## src/hw/rtl/mhd_pkg.sv

```systemverilog
// Shared types and constants for the max-heap delete-at-index block.
package mhd_pkg;

	// Fixed widths of the channel fields
	localparam int ACT_BITS   = 2;
	localparam int POS_BITS   = 7;
	localparam int DATA_BITS  = 32;
	localparam int COUNT_BITS = 7;
	localparam int STAT_BITS  = 2;

	// Action codes; the fourth code is unused and does nothing
	typedef enum logic [ACT_BITS-1:0] {
		ACT_APPEND = 2'd0,
		ACT_DELETE = 2'd1,
		ACT_READ   = 2'd2
	} action_t;

	// Result status codes
	typedef enum logic [STAT_BITS-1:0] {
		STAT_OK    = 2'd0,
		STAT_RANGE = 2'd1,
		STAT_FULL  = 2'd2
	} status_t;

	// Controller states
	typedef enum logic [2:0] {
		S_IDLE,
		S_EXEC,
		S_RDATA,
		S_DFETCH,
		S_UP,
		S_DOWN,
		S_PLACE,
		S_DONE
	} state_t;

	// One result transaction
	typedef struct packed {
		logic [DATA_BITS-1:0]  value_out;
		logic [COUNT_BITS-1:0] count_out;
		status_t               status;
	} res_t;

endpackage

```

## src/hw/rtl/mhd_in_if.sv

```systemverilog
// Input channel: one heap action per transaction.
interface mhd_in_if;
	logic                                valid;
	logic                                ready;
	logic [mhd_pkg::ACT_BITS-1:0]        action;
	logic [mhd_pkg::POS_BITS-1:0]        position;
	logic signed [mhd_pkg::DATA_BITS-1:0] value_in;

	modport source (output valid, action, position, value_in, input ready);
	modport sink (input valid, action, position, value_in, output ready);
endinterface

```

## src/hw/rtl/mhd_out_if.sv

```systemverilog
// Output channel: one result per transaction.
interface mhd_out_if;
	logic                                 valid;
	logic                                 ready;
	logic signed [mhd_pkg::DATA_BITS-1:0] value_out;
	logic [mhd_pkg::COUNT_BITS-1:0]       count_out;
	logic [mhd_pkg::STAT_BITS-1:0]        status;

	modport source (output valid, value_out, count_out, status, input ready);
	modport sink (input valid, value_out, count_out, status, output ready);
endinterface

```

## src/hw/rtl/mhd_mem.sv

```systemverilog
// Heap storage: one write port, two read ports, registered read data.
module mhd_mem #(
	parameter int DEPTH = 64,
	parameter int WIDTH = 32
) (
	input  logic                     clk,
	input  logic                     we,
	input  logic [$clog2(DEPTH)-1:0] waddr,
	input  logic [WIDTH-1:0]         wdata,
	input  logic [$clog2(DEPTH)-1:0] ra_addr,
	input  logic [$clog2(DEPTH)-1:0] rb_addr,
	output logic [WIDTH-1:0]         ra_data,
	output logic [WIDTH-1:0]         rb_data
);

	logic [WIDTH-1:0] mem_q [DEPTH];

	// Write and read; a same-address read returns the old word
	always_ff @(posedge clk) begin
		if (we) begin
			mem_q[waddr] <= wdata;
		end
		ra_data <= mem_q[ra_addr];
		rb_data <= mem_q[rb_addr];
	end

endmodule

```

## src/hw/rtl/mhd_ctrl.sv

```systemverilog
// Heap controller: action decode, sift-up / sift-down sequencer, entry count.
module mhd_ctrl #(
	parameter int CAPACITY   = 64,
	parameter int VALUE_BITS = 32
) (
	input  logic                        clk,
	input  logic                        arst_n,
	mhd_in_if.sink                      in_ch,
	output logic                        res_valid,
	input  logic                        res_ready,
	output mhd_pkg::res_t               res,
	output logic                        mem_we,
	output logic [$clog2(CAPACITY)-1:0] mem_waddr,
	output logic [VALUE_BITS-1:0]       mem_wdata,
	output logic [$clog2(CAPACITY)-1:0] mem_ra_addr,
	output logic [$clog2(CAPACITY)-1:0] mem_rb_addr,
	input  logic [VALUE_BITS-1:0]       mem_ra_data,
	input  logic [VALUE_BITS-1:0]       mem_rb_data
);

	localparam int AW = $clog2(CAPACITY);
	localparam int CW = $clog2(CAPACITY + 1);
	localparam int HW = CW + 1;
	localparam int PW = (CW > mhd_pkg::POS_BITS) ? CW : mhd_pkg::POS_BITS;

	// Control state
	mhd_pkg::state_t state_q, state_d;
	logic [CW-1:0]   count_q, count_d;
	logic            first_q, first_d;

	// Item and working registers
	mhd_pkg::action_t            act_q, act_d;
	logic [mhd_pkg::POS_BITS-1:0] pos_q, pos_d;
	logic [VALUE_BITS-1:0]       val_q, val_d;
	logic [CW-1:0]               hole_q, hole_d;
	logic [VALUE_BITS-1:0]       x_q, x_d;
	logic [VALUE_BITS-1:0]       res_value_q, res_value_d;
	mhd_pkg::status_t            res_status_q, res_status_d;

	// Helpers
	logic          pos_bad;
	logic [AW-1:0] hole_addr;
	logic [AW-1:0] pos_addr;
	logic [HW-1:0] lidx, ridx;
	logic          r_ok, take_l, take_r, moved;
	logic [VALUE_BITS-1:0] best_val, big_val;
	logic [HW-1:0] big_idx;
	logic [CW-1:0] down_idx, down_n;
	logic [HW-1:0] down_l;
	logic          down_has_child;
	logic          up_gt;

	assign pos_bad   = (pos_q == '0) || (PW'(pos_q) > PW'(count_q));
	assign hole_addr = AW'(hole_q - 1'b1);
	assign pos_addr  = AW'(pos_q - 1'b1);

	// Child selection for one sift-down level (children data arrive this cycle)
	assign lidx     = {hole_q, 1'b0};
	assign ridx     = {hole_q, 1'b1};
	assign r_ok     = ridx <= HW'(count_q);
	assign take_l   = $signed(mem_ra_data) > $signed(x_q);
	assign best_val = take_l ? mem_ra_data : x_q;
	assign take_r   = r_ok && ($signed(mem_rb_data) > $signed(best_val));
	assign moved    = take_l || take_r;
	assign big_val  = take_r ? mem_rb_data : mem_ra_data;
	assign big_idx  = take_r ? ridx : (take_l ? lidx : HW'(hole_q));

	// Parent compare for sift-up
	assign up_gt = $signed(x_q) > $signed(mem_ra_data);

	// Where the next sift-down level starts and the heap size it sees
	always_comb begin
		down_idx = hole_q;
		down_n   = count_q;
		case (state_q)
			mhd_pkg::S_DOWN:   down_idx = CW'(big_idx);
			mhd_pkg::S_DFETCH: down_n   = count_q - 1'b1;
			default: ;
		endcase
	end

	assign down_l         = {down_idx, 1'b0};
	assign down_has_child = down_l <= HW'(down_n);

	assign in_ch.ready = (state_q == mhd_pkg::S_IDLE);
	assign res_valid   = (state_q == mhd_pkg::S_DONE);

	always_comb begin
		res.value_out = mhd_pkg::DATA_BITS'(res_value_q);
		res.count_out = mhd_pkg::COUNT_BITS'(count_q);
		res.status    = res_status_q;
	end

	// Next state, memory requests and register updates
	always_comb begin
		state_d      = state_q;
		count_d      = count_q;
		first_d      = first_q;
		act_d        = act_q;
		pos_d        = pos_q;
		val_d        = val_q;
		hole_d       = hole_q;
		x_d          = x_q;
		res_value_d  = res_value_q;
		res_status_d = res_status_q;
		mem_we       = 1'b0;
		mem_waddr    = hole_addr;
		mem_wdata    = x_q;
		mem_ra_addr  = hole_addr;
		mem_rb_addr  = hole_addr;

		case (state_q)
			mhd_pkg::S_IDLE: begin
				if (in_ch.valid) begin
					act_d   = mhd_pkg::action_t'(in_ch.action);
					pos_d   = in_ch.position;
					val_d   = VALUE_BITS'($unsigned(in_ch.value_in));
					state_d = mhd_pkg::S_EXEC;
				end
			end

			mhd_pkg::S_EXEC: begin
				res_value_d  = '0;
				res_status_d = mhd_pkg::STAT_OK;
				state_d      = mhd_pkg::S_DONE;
				case (act_q)
					mhd_pkg::ACT_APPEND: begin
						if (count_q == CW'(CAPACITY)) begin
							res_status_d = mhd_pkg::STAT_FULL;
						end else begin
							mem_we    = 1'b1;
							mem_waddr = AW'(count_q);
							mem_wdata = val_q;
							count_d   = count_q + 1'b1;
						end
					end
					mhd_pkg::ACT_DELETE: begin
						if (pos_bad) begin
							res_status_d = mhd_pkg::STAT_RANGE;
						end else begin
							mem_ra_addr = pos_addr;
							mem_rb_addr = AW'(count_q - 1'b1);
							hole_d      = CW'(pos_q);
							state_d     = mhd_pkg::S_DFETCH;
						end
					end
					mhd_pkg::ACT_READ: begin
						if (pos_bad) begin
							res_status_d = mhd_pkg::STAT_RANGE;
						end else begin
							mem_ra_addr = pos_addr;
							state_d     = mhd_pkg::S_RDATA;
						end
					end
					default: ;
				endcase
			end

			mhd_pkg::S_RDATA: begin
				res_value_d = mem_ra_data;
				state_d     = mhd_pkg::S_DONE;
			end

			// Removed entry on port A, last entry on port B
			mhd_pkg::S_DFETCH: begin
				res_value_d = mem_ra_data;
				x_d         = mem_rb_data;
				count_d     = count_q - 1'b1;
				if (hole_q == count_q) begin
					state_d = mhd_pkg::S_DONE;
				end else if (hole_q != CW'(1)) begin
					mem_ra_addr = AW'((hole_q >> 1) - 1'b1);
					first_d     = 1'b1;
					state_d     = mhd_pkg::S_UP;
				end else if (down_has_child) begin
					mem_ra_addr = AW'(down_l - 1'b1);
					mem_rb_addr = AW'(down_l);
					state_d     = mhd_pkg::S_DOWN;
				end else begin
					state_d = mhd_pkg::S_PLACE;
				end
			end

			// Parent data on port A
			mhd_pkg::S_UP: begin
				first_d = 1'b0;
				if (up_gt) begin
					mem_we    = 1'b1;
					mem_wdata = mem_ra_data;
					hole_d    = hole_q >> 1;
					if ((hole_q >> 1) != CW'(1)) begin
						mem_ra_addr = AW'((hole_q >> 2) - 1'b1);
						state_d     = mhd_pkg::S_UP;
					end else begin
						state_d = mhd_pkg::S_PLACE;
					end
				end else if (first_q && down_has_child) begin
					mem_ra_addr = AW'(down_l - 1'b1);
					mem_rb_addr = AW'(down_l);
					state_d     = mhd_pkg::S_DOWN;
				end else begin
					state_d = mhd_pkg::S_PLACE;
				end
			end

			// Children data on ports A and B
			mhd_pkg::S_DOWN: begin
				if (!moved) begin
					state_d = mhd_pkg::S_PLACE;
				end else begin
					mem_we    = 1'b1;
					mem_wdata = big_val;
					hole_d    = CW'(big_idx);
					if (down_has_child) begin
						mem_ra_addr = AW'(down_l - 1'b1);
						mem_rb_addr = AW'(down_l);
						state_d     = mhd_pkg::S_DOWN;
					end else begin
						state_d = mhd_pkg::S_PLACE;
					end
				end
			end

			mhd_pkg::S_PLACE: begin
				mem_we  = 1'b1;
				state_d = mhd_pkg::S_DONE;
			end

			mhd_pkg::S_DONE: begin
				if (res_ready) begin
					state_d = mhd_pkg::S_IDLE;
				end
			end

			default: state_d = mhd_pkg::S_IDLE;
		endcase
	end

	// Control registers
	always_ff @(posedge clk or negedge arst_n) begin
		if (!arst_n) begin
			state_q <= mhd_pkg::S_IDLE;
			count_q <= '0;
			first_q <= 1'b0;
		end else begin
			state_q <= state_d;
			count_q <= count_d;
			first_q <= first_d;
		end
	end

	// Payload registers
	always_ff @(posedge clk) begin
		act_q        <= act_d;
		pos_q        <= pos_d;
		val_q        <= val_d;
		hole_q       <= hole_d;
		x_q          <= x_d;
		res_value_q  <= res_value_d;
		res_status_q <= res_status_d;
	end

	// Count never passes capacity
	a_count_cap: assert property (@(posedge clk) disable iff (!arst_n)
		count_q <= CW'(CAPACITY))
		else $error("entry count above capacity");

	// The hole under sift stays inside the live heap
	a_hole_live: assert property (@(posedge clk) disable iff (!arst_n)
		(state_q == mhd_pkg::S_UP || state_q == mhd_pkg::S_DOWN ||
		 state_q == mhd_pkg::S_PLACE) |-> (hole_q != '0 && hole_q <= count_q))
		else $error("sift hole outside heap");

	// A delete drops the count by exactly one
	a_del_count: assert property (@(posedge clk) disable iff (!arst_n)
		state_q == mhd_pkg::S_DFETCH |=> count_q == CW'($past(count_q) - 1'b1))
		else $error("delete did not decrement count");

	// Sift-up only runs below the root
	a_up_root: assert property (@(posedge clk) disable iff (!arst_n)
		state_q == mhd_pkg::S_UP |-> hole_q > CW'(1))
		else $error("sift-up at root");

endmodule

```

## src/hw/rtl/max_heap_delete_at_index.sv

```systemverilog
// Top level of the max-heap with delete at an arbitrary position.
//
//  channel  | dir | payload                           | handshake
//  ---------+-----+-----------------------------------+-------------
//  in_ch    | in  | action, position, value_in        | valid/ready
//  out_ch   | out | value_out, count_out, status      | valid/ready
//
// One transaction at a time. Append, the unused code and errors finish in the
// execute state; a read and a delete of the last entry fetch from storage; any
// other delete sifts the last entry up or down through at most log2(CAPACITY) - 1
// compare levels (5 at the default), one read-compare-write per level against the
// storage, then places it. The finished result sits in an output register so a
// new transaction is taken while it waits; a full, stalled output register holds
// the controller in its done state. Reset clears the count and the controller;
// the storage is not cleared, only live entries are read.
module max_heap_delete_at_index #(
	parameter int CAPACITY   = 64,
	parameter int VALUE_BITS = 32
) (
	input logic        clk,
	input logic        arst_n,
	mhd_in_if.sink     in_ch,
	mhd_out_if.source  out_ch
);

	localparam int AW = $clog2(CAPACITY);

	logic                  res_valid;
	logic                  res_ready;
	mhd_pkg::res_t         res;
	logic                  mem_we;
	logic [AW-1:0]         mem_waddr;
	logic [VALUE_BITS-1:0] mem_wdata;
	logic [AW-1:0]         mem_ra_addr;
	logic [AW-1:0]         mem_rb_addr;
	logic [VALUE_BITS-1:0] mem_ra_data;
	logic [VALUE_BITS-1:0] mem_rb_data;

	logic          out_valid_q;
	mhd_pkg::res_t out_res_q;

	mhd_ctrl #(
		.CAPACITY   (CAPACITY),
		.VALUE_BITS (VALUE_BITS)
	) u_ctrl (
		.clk         (clk),
		.arst_n      (arst_n),
		.in_ch       (in_ch),
		.res_valid   (res_valid),
		.res_ready   (res_ready),
		.res         (res),
		.mem_we      (mem_we),
		.mem_waddr   (mem_waddr),
		.mem_wdata   (mem_wdata),
		.mem_ra_addr (mem_ra_addr),
		.mem_rb_addr (mem_rb_addr),
		.mem_ra_data (mem_ra_data),
		.mem_rb_data (mem_rb_data)
	);

	mhd_mem #(
		.DEPTH (CAPACITY),
		.WIDTH (VALUE_BITS)
	) u_mem (
		.clk     (clk),
		.we      (mem_we),
		.waddr   (mem_waddr),
		.wdata   (mem_wdata),
		.ra_addr (mem_ra_addr),
		.rb_addr (mem_rb_addr),
		.ra_data (mem_ra_data),
		.rb_data (mem_rb_data)
	);

	// Output register: loads when empty or being drained
	assign res_ready = !out_valid_q || out_ch.ready;

	always_ff @(posedge clk or negedge arst_n) begin
		if (!arst_n) begin
			out_valid_q <= 1'b0;
		end else if (res_valid && res_ready) begin
			out_valid_q <= 1'b1;
		end else if (out_ch.ready) begin
			out_valid_q <= 1'b0;
		end
	end

	always_ff @(posedge clk) begin
		if (res_valid && res_ready) begin
			out_res_q <= res;
		end
	end

	assign out_ch.valid     = out_valid_q;
	assign out_ch.value_out = $signed(out_res_q.value_out);
	assign out_ch.count_out = out_res_q.count_out;
	assign out_ch.status    = out_res_q.status;

endmodule
```

## src/flat_wrapper.sv

```systemverilog
// flat-port wrapper written by rule: the top's interface ports become plain ports
module max_heap_delete_at_index_flat 
#(
	parameter int CAPACITY   = 64,
	parameter int VALUE_BITS = 32
)
  (clk, arst_n, in_ch_valid, in_ch_action, in_ch_position, in_ch_value_in, in_ch_ready, out_ch_valid, out_ch_value_out, out_ch_count_out, out_ch_status, out_ch_ready);
  mhd_in_if in_ch_i ();
  mhd_out_if out_ch_i ();
  input logic clk;
  input logic arst_n;
  input wire logic [$bits(in_ch_i.valid)-1:0] in_ch_valid;
  input wire logic [$bits(in_ch_i.action)-1:0] in_ch_action;
  input wire logic [$bits(in_ch_i.position)-1:0] in_ch_position;
  input wire logic [$bits(in_ch_i.value_in)-1:0] in_ch_value_in;
  output wire logic [$bits(in_ch_i.ready)-1:0] in_ch_ready;
  output wire logic [$bits(out_ch_i.valid)-1:0] out_ch_valid;
  output wire logic [$bits(out_ch_i.value_out)-1:0] out_ch_value_out;
  output wire logic [$bits(out_ch_i.count_out)-1:0] out_ch_count_out;
  output wire logic [$bits(out_ch_i.status)-1:0] out_ch_status;
  input wire logic [$bits(out_ch_i.ready)-1:0] out_ch_ready;
  assign in_ch_i.valid = in_ch_valid;
  assign in_ch_i.action = in_ch_action;
  assign in_ch_i.position = in_ch_position;
  assign in_ch_i.value_in = in_ch_value_in;
  assign in_ch_ready = in_ch_i.ready;
  assign out_ch_valid = out_ch_i.valid;
  assign out_ch_value_out = out_ch_i.value_out;
  assign out_ch_count_out = out_ch_i.count_out;
  assign out_ch_status = out_ch_i.status;
  assign out_ch_i.ready = out_ch_ready;
  max_heap_delete_at_index #(.CAPACITY(CAPACITY), .VALUE_BITS(VALUE_BITS)) u_core (.clk(clk), .arst_n(arst_n), .in_ch(in_ch_i), .out_ch(out_ch_i));
endmodule
```

## config.mk

```make
export PLATFORM = sky130hd
export DESIGN_NAME = max_heap_delete_at_index_flat
export DESIGN_NICKNAME = d
export VERILOG_FILES = /design/src/hw/rtl/mhd_pkg.sv /design/src/hw/rtl/mhd_in_if.sv /design/src/hw/rtl/mhd_out_if.sv /design/src/hw/rtl/mhd_mem.sv /design/src/hw/rtl/mhd_ctrl.sv /design/src/hw/rtl/max_heap_delete_at_index.sv /design/src/flat_wrapper.sv
export SDC_FILE = /design/constraint.sdc
export NUM_CORES = 2
export LEC_CHECK = 0
export BUFFER_PORTS_ARGS = -buffer_cell sky130_fd_sc_hd__buf_4
export CAP_MARGIN = 20
export CORE_ASPECT_RATIO = 1.4
export CORE_MARGIN = 2
export CORE_UTILIZATION = 30
export DETAILED_ROUTE_END_ITERATION = 6
export GPL_TIMING_DRIVEN = 0
export PLACE_DENSITY_LB_ADDON = 0.05
export SLEW_MARGIN = 20
export SYNTH_ARGS = -nofsm -noshare
export SYNTH_HDL_FRONTEND = slang
export SYNTH_SLANG_ARGS = --single-unit
```

## constraint.sdc

```tcl
create_clock -name clk -period 13.25 [get_ports clk]
set_input_delay 0.6625 -clock clk [delete_from_list [all_inputs] [get_ports clk]]
set_output_delay 0.6625 -clock clk [all_outputs]
set_load 0.02 [all_outputs]
```

# Word-level counts from Yosys, hierarchy flattened
# Memories as Yosys holds them, arrays and structs flattened. A register that Yosys moved wholly into a read port is not among the register bits.
# Index checks and enable logic that the tools add are counted.
totals:
  register_bits: 167
  ramBits: 2048
  memories: 1
memory_table:
  columns: ["memory", "depth", "width", "rd", "rd_ports_with_merged_regs", "wr", "line", "text"]
  rows:
  - ["u_core.u_mem.mem_q", 64, 32, 2, 2, 1, "mhd_mem.sv:16", "logic [WIDTH-1:0] mem_q [DEPTH];"]
op_classes:
  addsub: 7
  order_cmp: 6
  eq_ne: 23
  muxes: 70
  reduce_logical: 23
op_table:
  columns: ["cell", "n"]
  rows:
  - ["two-way mux 32 bit", 6]
  - ["two-way mux 6 bit", 20]
  - ["greater-than comparator 32 bit", 3]
  - ["case mux 32 bit (3 select lines)", 1]
  - ["two-way mux 7 bit", 10]
  - ["case mux 32 bit (2 select lines)", 1]
  - ["case mux 6 bit (4 select lines)", 2]
  - ["subtractor 6 x 1 -> 6 bit, second input constant", 4]
  - ["case mux 3 bit (7 select lines)", 1]
  - ["case mux 7 bit (3 select lines)", 1]
  - ["two-way mux 3 bit", 6]
  - ["less-or-equal comparator 8 x 7 -> 1 bit", 2]
  - ["!= test 2 bit, second input constant", 8]
  - ["case mux 7 bit (2 select lines)", 1]
  - ["== test 3 bit, second input constant", 4]
  - ["two-way mux 2 bit", 6]
  - ["two-way mux 1 bit", 11]
  - ["nonzero test 2 bit", 4]
  - ["adder 7 x 1 -> 7 bit, second input constant", 1]
  - ["== test 7 bit", 1]
  - ["== test 7 bit, second input constant", 1]
  - ["greater-than comparator 7 bit", 1]
  - ["zero test 7 bit", 1]
  - ["!= test 7 x 1 -> 1 bit, second input constant", 1]
  - ["22 further kinds", 32]

# Logic depth before layout (Yosys ltp)
depth:
  word_depth: 11
  depth_mapped: 43

# Cells and area by module
# A second synthesis with hierarchy kept.
hier_totals:
  cells_unflattened: 5581
  area_unflattened_um2: 107189.1
by_module_without_submodules:
  columns: ["mod", "instances", "cells_each", "area_each_um2"]
  rows:
  - ["mhd_mem", 1, 4409, 95715.5]
  - ["mhd_ctrl", 1, 1127, 10188.5]
  - ["max_heap_delete_at_index", 1, 45, 1285.0]

# Worst setup path after synthesis
# Ideal clock, no wire load.
synth_timing:
  path_type: "reg2reg"
  start: "register u_core.u_ctrl.x_q[22]"
  end: "register u_core.u_mem.rb_data[10] (read register of u_core.u_mem.mem_q)"
  setup_time_ns: 0.121
  t_arrival_ns: 9.132
  slack_ns: 3.997
  path_stages_with_launch: 39
  n_path_buf: 7
  cell_sequence: "edfxtp_1 ha_1 a41oi_1 o21ai_1 a221o_1 nor3_1 or3_1 buf_2 buf_1 clkbuf_1 mux2i_1 ha_1 nand4_1 or4_4 a2111oi_4 a211oi_2 mux2i_4 o21ai_2 [3 not listed] ha_1 a21oi_1 o221ai_1 a21oi_1 nor2_1 nor3b_1 o21ai_0 nand2b_1 a311oi_1 buf_2 clkbuf_1 clkbuf_1 o211ai_1 nand3_1 a21oi_1 a311o_1 nor3_1 nor3_1"
synth_between:
  elab_chain_cells: 11
  word_cells_on_any_way: 18
  classes_between: "order compare (4); mux (11); reduce/logical (3)"
synth_lines:
  columns: ["item", "line", "text"]
  rows:
  - ["from (decl)", "mhd_ctrl.sv:36", "logic [VALUE_BITS-1:0] x_q, x_d;"]
  - ["from (signal assigned)", "mhd_ctrl.sv:258", "x_q <= x_d;"]
  - ["greater-than comparator 32 bit", "mhd_ctrl.sv:61", "assign take_l = $signed(mem_ra_data) > $signed(x_q);"]
  - ["two-way mux 32 bit", "mhd_ctrl.sv:62", "assign best_val = take_l ? mem_ra_data : x_q;"]
  - ["greater-than comparator 32 bit", "mhd_ctrl.sv:63", "assign take_r = r_ok && ($signed(mem_rb_data) > $signed(best_val));"]
  - ["logical AND 1 bit", "mhd_ctrl.sv:63", null]
  - ["two-way mux 7 bit", "mhd_ctrl.sv:66", "assign big_idx = take_r ? ridx : (take_l ? lidx : HW'(hole_q));"]
  - ["two-way mux 7 bit", "mhd_ctrl.sv:75", "case (state_q)"]
  - ["less-or-equal comparator 8 x 7 -> 1 bit", "mhd_ctrl.sv:83", "assign down_has_child = down_l <= HW'(down_n);"]
  - ["two-way mux 6 bit / logical AND 1 bit (equally long branches)", "mhd_ctrl.sv:175, mhd_ctrl.sv:214, mhd_ctrl.sv:197", null]
  - ["two-way mux 6 bit (on tied branches)", "mhd_ctrl.sv:171, mhd_ctrl.sv:197", null]
  - ["two-way mux 6 bit (on tied branches)", "mhd_ctrl.sv:169, mhd_ctrl.sv:187", null]
  - ["case mux 6 bit (4 select lines) (*)", "mhd_ctrl.sv:112", "case (state_q)"]
  - ["to (decl)", "mhd_mem.sv:13", "output logic [WIDTH-1:0] rb_data"]
# Every way passes the cells marked *; elsewhere a longest branch is shown, timed or not.
# A chain may end at the register's enable or synchronous reset.

# Worst setup path in the final report
layout_timing:
  start: "register u_core.u_mem.ra_data[30] (read register of u_core.u_mem.mem_q)"
  end: "register u_core.u_mem.ra_data[15] (read register of u_core.u_mem.mem_q)"
layout_between:
  elab_chain_cells: 11
  word_cells_on_any_way: 19
  classes_between: "add/sub (1); order compare (4); mux (11); reduce/logical (3)"
layout_lines:
  columns: ["item", "line", "text"]
  rows:
  - ["from (decl)", "mhd_mem.sv:12", "output logic [WIDTH-1:0] ra_data,"]
  - ["greater-than comparator 32 bit", "mhd_ctrl.sv:61", null]
  - ["two-way mux 32 bit", "mhd_ctrl.sv:62", null]
  - ["greater-than comparator 32 bit", "mhd_ctrl.sv:63", null]
  - ["logical AND 1 bit", "mhd_ctrl.sv:63", null]
  - ["two-way mux 7 bit", "mhd_ctrl.sv:66", null]
  - ["two-way mux 7 bit", "mhd_ctrl.sv:75", null]
  - ["less-or-equal comparator 8 x 7 -> 1 bit / subtractor 6 x 1 -> 6 bit (equally long branches)", null, null]
  - ["two-way mux 6 bit / logical AND 1 bit (equally long branches)", "mhd_ctrl.sv:175, mhd_ctrl.sv:214, mhd_ctrl.sv:197", null]
  - ["two-way mux 6 bit (on tied branches)", "mhd_ctrl.sv:171, mhd_ctrl.sv:197", null]
  - ["two-way mux 6 bit (on tied branches)", "mhd_ctrl.sv:169, mhd_ctrl.sv:187", null]
  - ["case mux 6 bit (4 select lines) (*)", "mhd_ctrl.sv:112", null]
# Marks and branches as above.

==> impl_metrics.env <==
export IMPL_first_global_vias=91820
export IMPL_numCtsBuffers=265
export IMPL_cp_arrival_ns=13.96
export IMPL_skew_ns=0.0481
export IMPL_die_area_mm2=0.382
export IMPL_wirelength_mm=625
export IMPL_status="finished, violations left"
export IMPL_r2r_slack_ns=-0.01
export IMPL_rsz0062_at_grt="no"
export IMPL_period_share=1.00
export IMPL_synth_cell_types=89
export IMPL_synth_top_flop_cell="edfxtp_1"
export IMPL_worstSetupPathType="register to register"
export IMPL_n_fill_cell=37063
export IMPL_max_cap_violations=0
export IMPL_post_drt_via_cell_ratio=5.82
export IMPL_start_kind="register"
export IMPL_io_pins=88
export IMPL_netlist_top_cells_area="edfxtp_1, nand2_1, nand3_1, mux2i_1, mux4_2"
export IMPL_ys_async_sr_fraction=0.00527
export IMPL_seqCellArea_mm2=0.0677
export IMPL_worst_slack_ns=-0.0115
export IMPL_synth_seq_area_share=0.598
export IMPL_final_core_util=0.360
export IMPL_tightest_slew_ns=1.24
export IMPL_initial_utilization=0.302
export IMPL_path_clk_slew_ns=0.06
export IMPL_drtPass1Iterations=7
export IMPL_netlist_instances=10461
export IMPL_min_path_type="input pin to asynchronous set/reset pin"
export IMPL_syn_area_per_cell_um2=10.8
export IMPL_yosysMostFrequentCell="nand2_1"
export IMPL_setup_viol=1
export IMPL_multi_input_area_mm2=0.0426
export IMPL_max_stage_delay_ns=0.87
export IMPL_synth_edff_count=2203
export IMPL_ctsLongestPathBuffers=4
export IMPL_syn_nets=10606
export IMPL_ant_nets=0
export IMPL_yosysTopAreaCell="edfxtp_1"
export IMPL_fin_area_mm2=0.135
export IMPL_areaGrowthSynthToFinish_pct=19.2
export IMPL_placed_area_mm2=0.125
export IMPL_drive_gt1_frac=0.120
export IMPL_max_freq_mhz=75.4
export IMPL_ys_ff_latch=2279
export IMPL_synth_common_cells="nand2_1, edfxtp_1, nand3_1"
export IMPL_die_h_um=731
export IMPL_drv_slew=0
export IMPL_grt_max_degree=65
export IMPL_relSlewSlack=0.163
export IMPL_gp_congestion=1.05
export IMPL_cts_tree="yes"
export IMPL_grt_usage=0.318
export IMPL_crit_slowest_cell="a311oi_2"
export IMPL_core_area_mm2=0.375
export IMPL_num_vias=95204
export IMPL_cp_max_fo=15
export IMPL_violations="design-rule violations, negative setup slack"
export IMPL_io_buffers=87
export IMPL_ys_warn_count=0
export IMPL_post_drt_wl_per_cell_um=38.2
export IMPL_end_kind="register"
export IMPL_dieWidth_um=523
export IMPL_hold_violations=0
export IMPL_grt_pass1_wl_mm=824
export IMPL_syn_area_mm2=0.113
export IMPL_final_nets=11189
export IMPL_clk_latency_ns=0.98
export IMPL_cts_root_buf="clkbuf_16"
export IMPL_rows=266
export IMPL_antenna_found_initial=90
export IMPL_timing_final_crit_period_ns=13.26
export IMPL_hpwl_mm=480
export IMPL_grt_ovfl_total=0
export IMPL_route_detailed_drc=12
export IMPL_htree_levels=5
export IMPL_synth_top_area_share=0.584
export IMPL_numClockSinks=2279
export IMPL_drtIter0Drc=11734
export IMPL_worst_path_most_repeated_cell="buf_2"
export IMPL_cp_data_required_time_ns=13.95
-- logic make-up (layout without fill, tap and decap cells) --
kind of cell	Yosys count	in the layout	share of synthesized area
and+or+nand+nor	4918	4918	0.187
DFF	2279	2279	0.598
AOI/OAI and AO/OA	1484	1484	0.0945
buffers and inverters	990	1779	0.0371
muxes	651	651	0.0693
adders and majority gates	100	100	0.0111
xor gates and xnor gates	39	39	0.00302
other	0	155	0
-- path summary, 6_finish.rpt --
check                                                        endpoint  depth (start not counted)                                        start
worst max-delay path                 u_core.u_mem.ra_data[15]$_DFF_P_                         39             u_core.u_mem.ra_data[30]$_DFF_P_
worst min-delay path             u_core.u_ctrl.count_q[6]$_DFFE_PN0P_                          2                                       arst_n
worst max register to register       u_core.u_mem.ra_data[15]$_DFF_P_                         39             u_core.u_mem.ra_data[30]$_DFF_P_
worst min register to register  u_core.out_ch.value_out[10]$_DFFE_PP_                          0  u_core.u_ctrl.res_value_q[10]$_SDFFCE_PN0P_
max in group asynchronous        u_core.u_ctrl.count_q[3]$_DFFE_PN0P_                          2                                       arst_n
min in group clk                u_core.out_ch.value_out[10]$_DFFE_PP_                          0  u_core.u_ctrl.res_value_q[10]$_SDFFCE_PN0P_
-- cell type report --
type / instances / share of cell area
antenna: 155 / 0.00287
buffer: 828 / 0.0275
clock buffer: 329 / 0.0525
clock inverter: 144 / 0.0106
inverter: 160 / 0.00445
multi-input combinational: 7192 / 0.316
sequential: 2279 / 0.502
tap: 4958 / 0.0460
timing repair buffer: 318 / 0.0386
-- critical path: cells and delay by family (launching register included) --
kind                     cells  cell delay (ns)
flip-flops                   1             0.56
AO/OA/AOI/OAI               12             4.44
multiplexers                 3             0.68
buffers and inverters        9             3.17
adder cells (fa/ha/maj)      3             0.98
AND/OR/NAND/NOR             12             3.00
-- repair_timing --
| item | 4_1_cts | 5_1_grt |
|---|---|---|
| buffers inserted | 8 | 2 |
| hold buffers | 44 | 0 |
| hold endpoints to repair | 55 | 0 |
| endpoints found under the setup margin | 63 | 61 |
| resized for setup | 85 | 95 |
| pin swaps | 4 | 0 |
-- routing by layer --
layer  part of all wire  track usage  vias up  wire, µm
li1                   -            -    40113         -
met4              0.087        0.235       24     54200
met5            0.00048            0        -       298
met3              0.066       0.0523     1332     41300
met2               0.48        0.530     4972    299000
met1               0.37        0.368    48763    230000
-- sequential cells by signal (all words and copies together), names as in the netlist, 3 cells and up --
name / flops
u_core.out_ch.count_out: 7
u_core.out_ch.value_out: 32
u_core.u_ctrl.count_q: 7
u_core.u_ctrl.hole_q: 7
u_core.u_ctrl.pos_q: 7
u_core.u_ctrl.res_value_q: 32
u_core.u_ctrl.state_q: 3
u_core.u_ctrl.val_q: 32
u_core.u_ctrl.x_q: 32
u_core.u_mem.mem_q: 2048
u_core.u_mem.ra_data: 32
u_core.u_mem.rb_data: 32
-- cell usage in the layout (no fill, tap or decap), drive strengths merged, types with 68 or more instances in the layout --
cell type | synthesis | layout
edfxtp | 2203 | 2203
a32oi | 187 | 187
diode | 0 | 155
inv | 158 | 170
a311oi | 161 | 161
mux4 | 103 | 103
o211ai | 80 | 80
ha | 100 | 100
buf | 351 | 616
o21ai | 146 | 146
mux2i | 545 | 545
nand2 | 2926 | 2926
and3 | 68 | 68
a31oi | 84 | 84
a21oi | 333 | 333
nand3 | 1465 | 1465
nor2 | 170 | 170
nor3 | 115 | 115
clkinv | 2 | 103
a211oi | 208 | 208
clkbuf | 479 | 813
-- through the flow --
| step | setup TNS, ns | setup WS, ns | hold slack (ns) | cells |
|---|---|---|---|---|
| 2_1_floorplan | 0 | 4.00 | 0.367 | 10461 |
| 3_3_place_gp | -383.51 | -3.32 | 0.403 | 15506 |
| 3_5_place_dp | -99.33 | -2.27 | 0.406 | 15683 |
| 4_1_cts | 0 | 0.00800 | 0.0730 | 16207 |
| 5_1_grt | 0 | 0.0414 | 0.122 | 16313 |
| 6_report | -0.0115 | -0.0115 | 0.112 | 16363 |
Power is not shown: default switching activity piles up to over one toggle a cycle in this logic, so the estimate is an artifact.
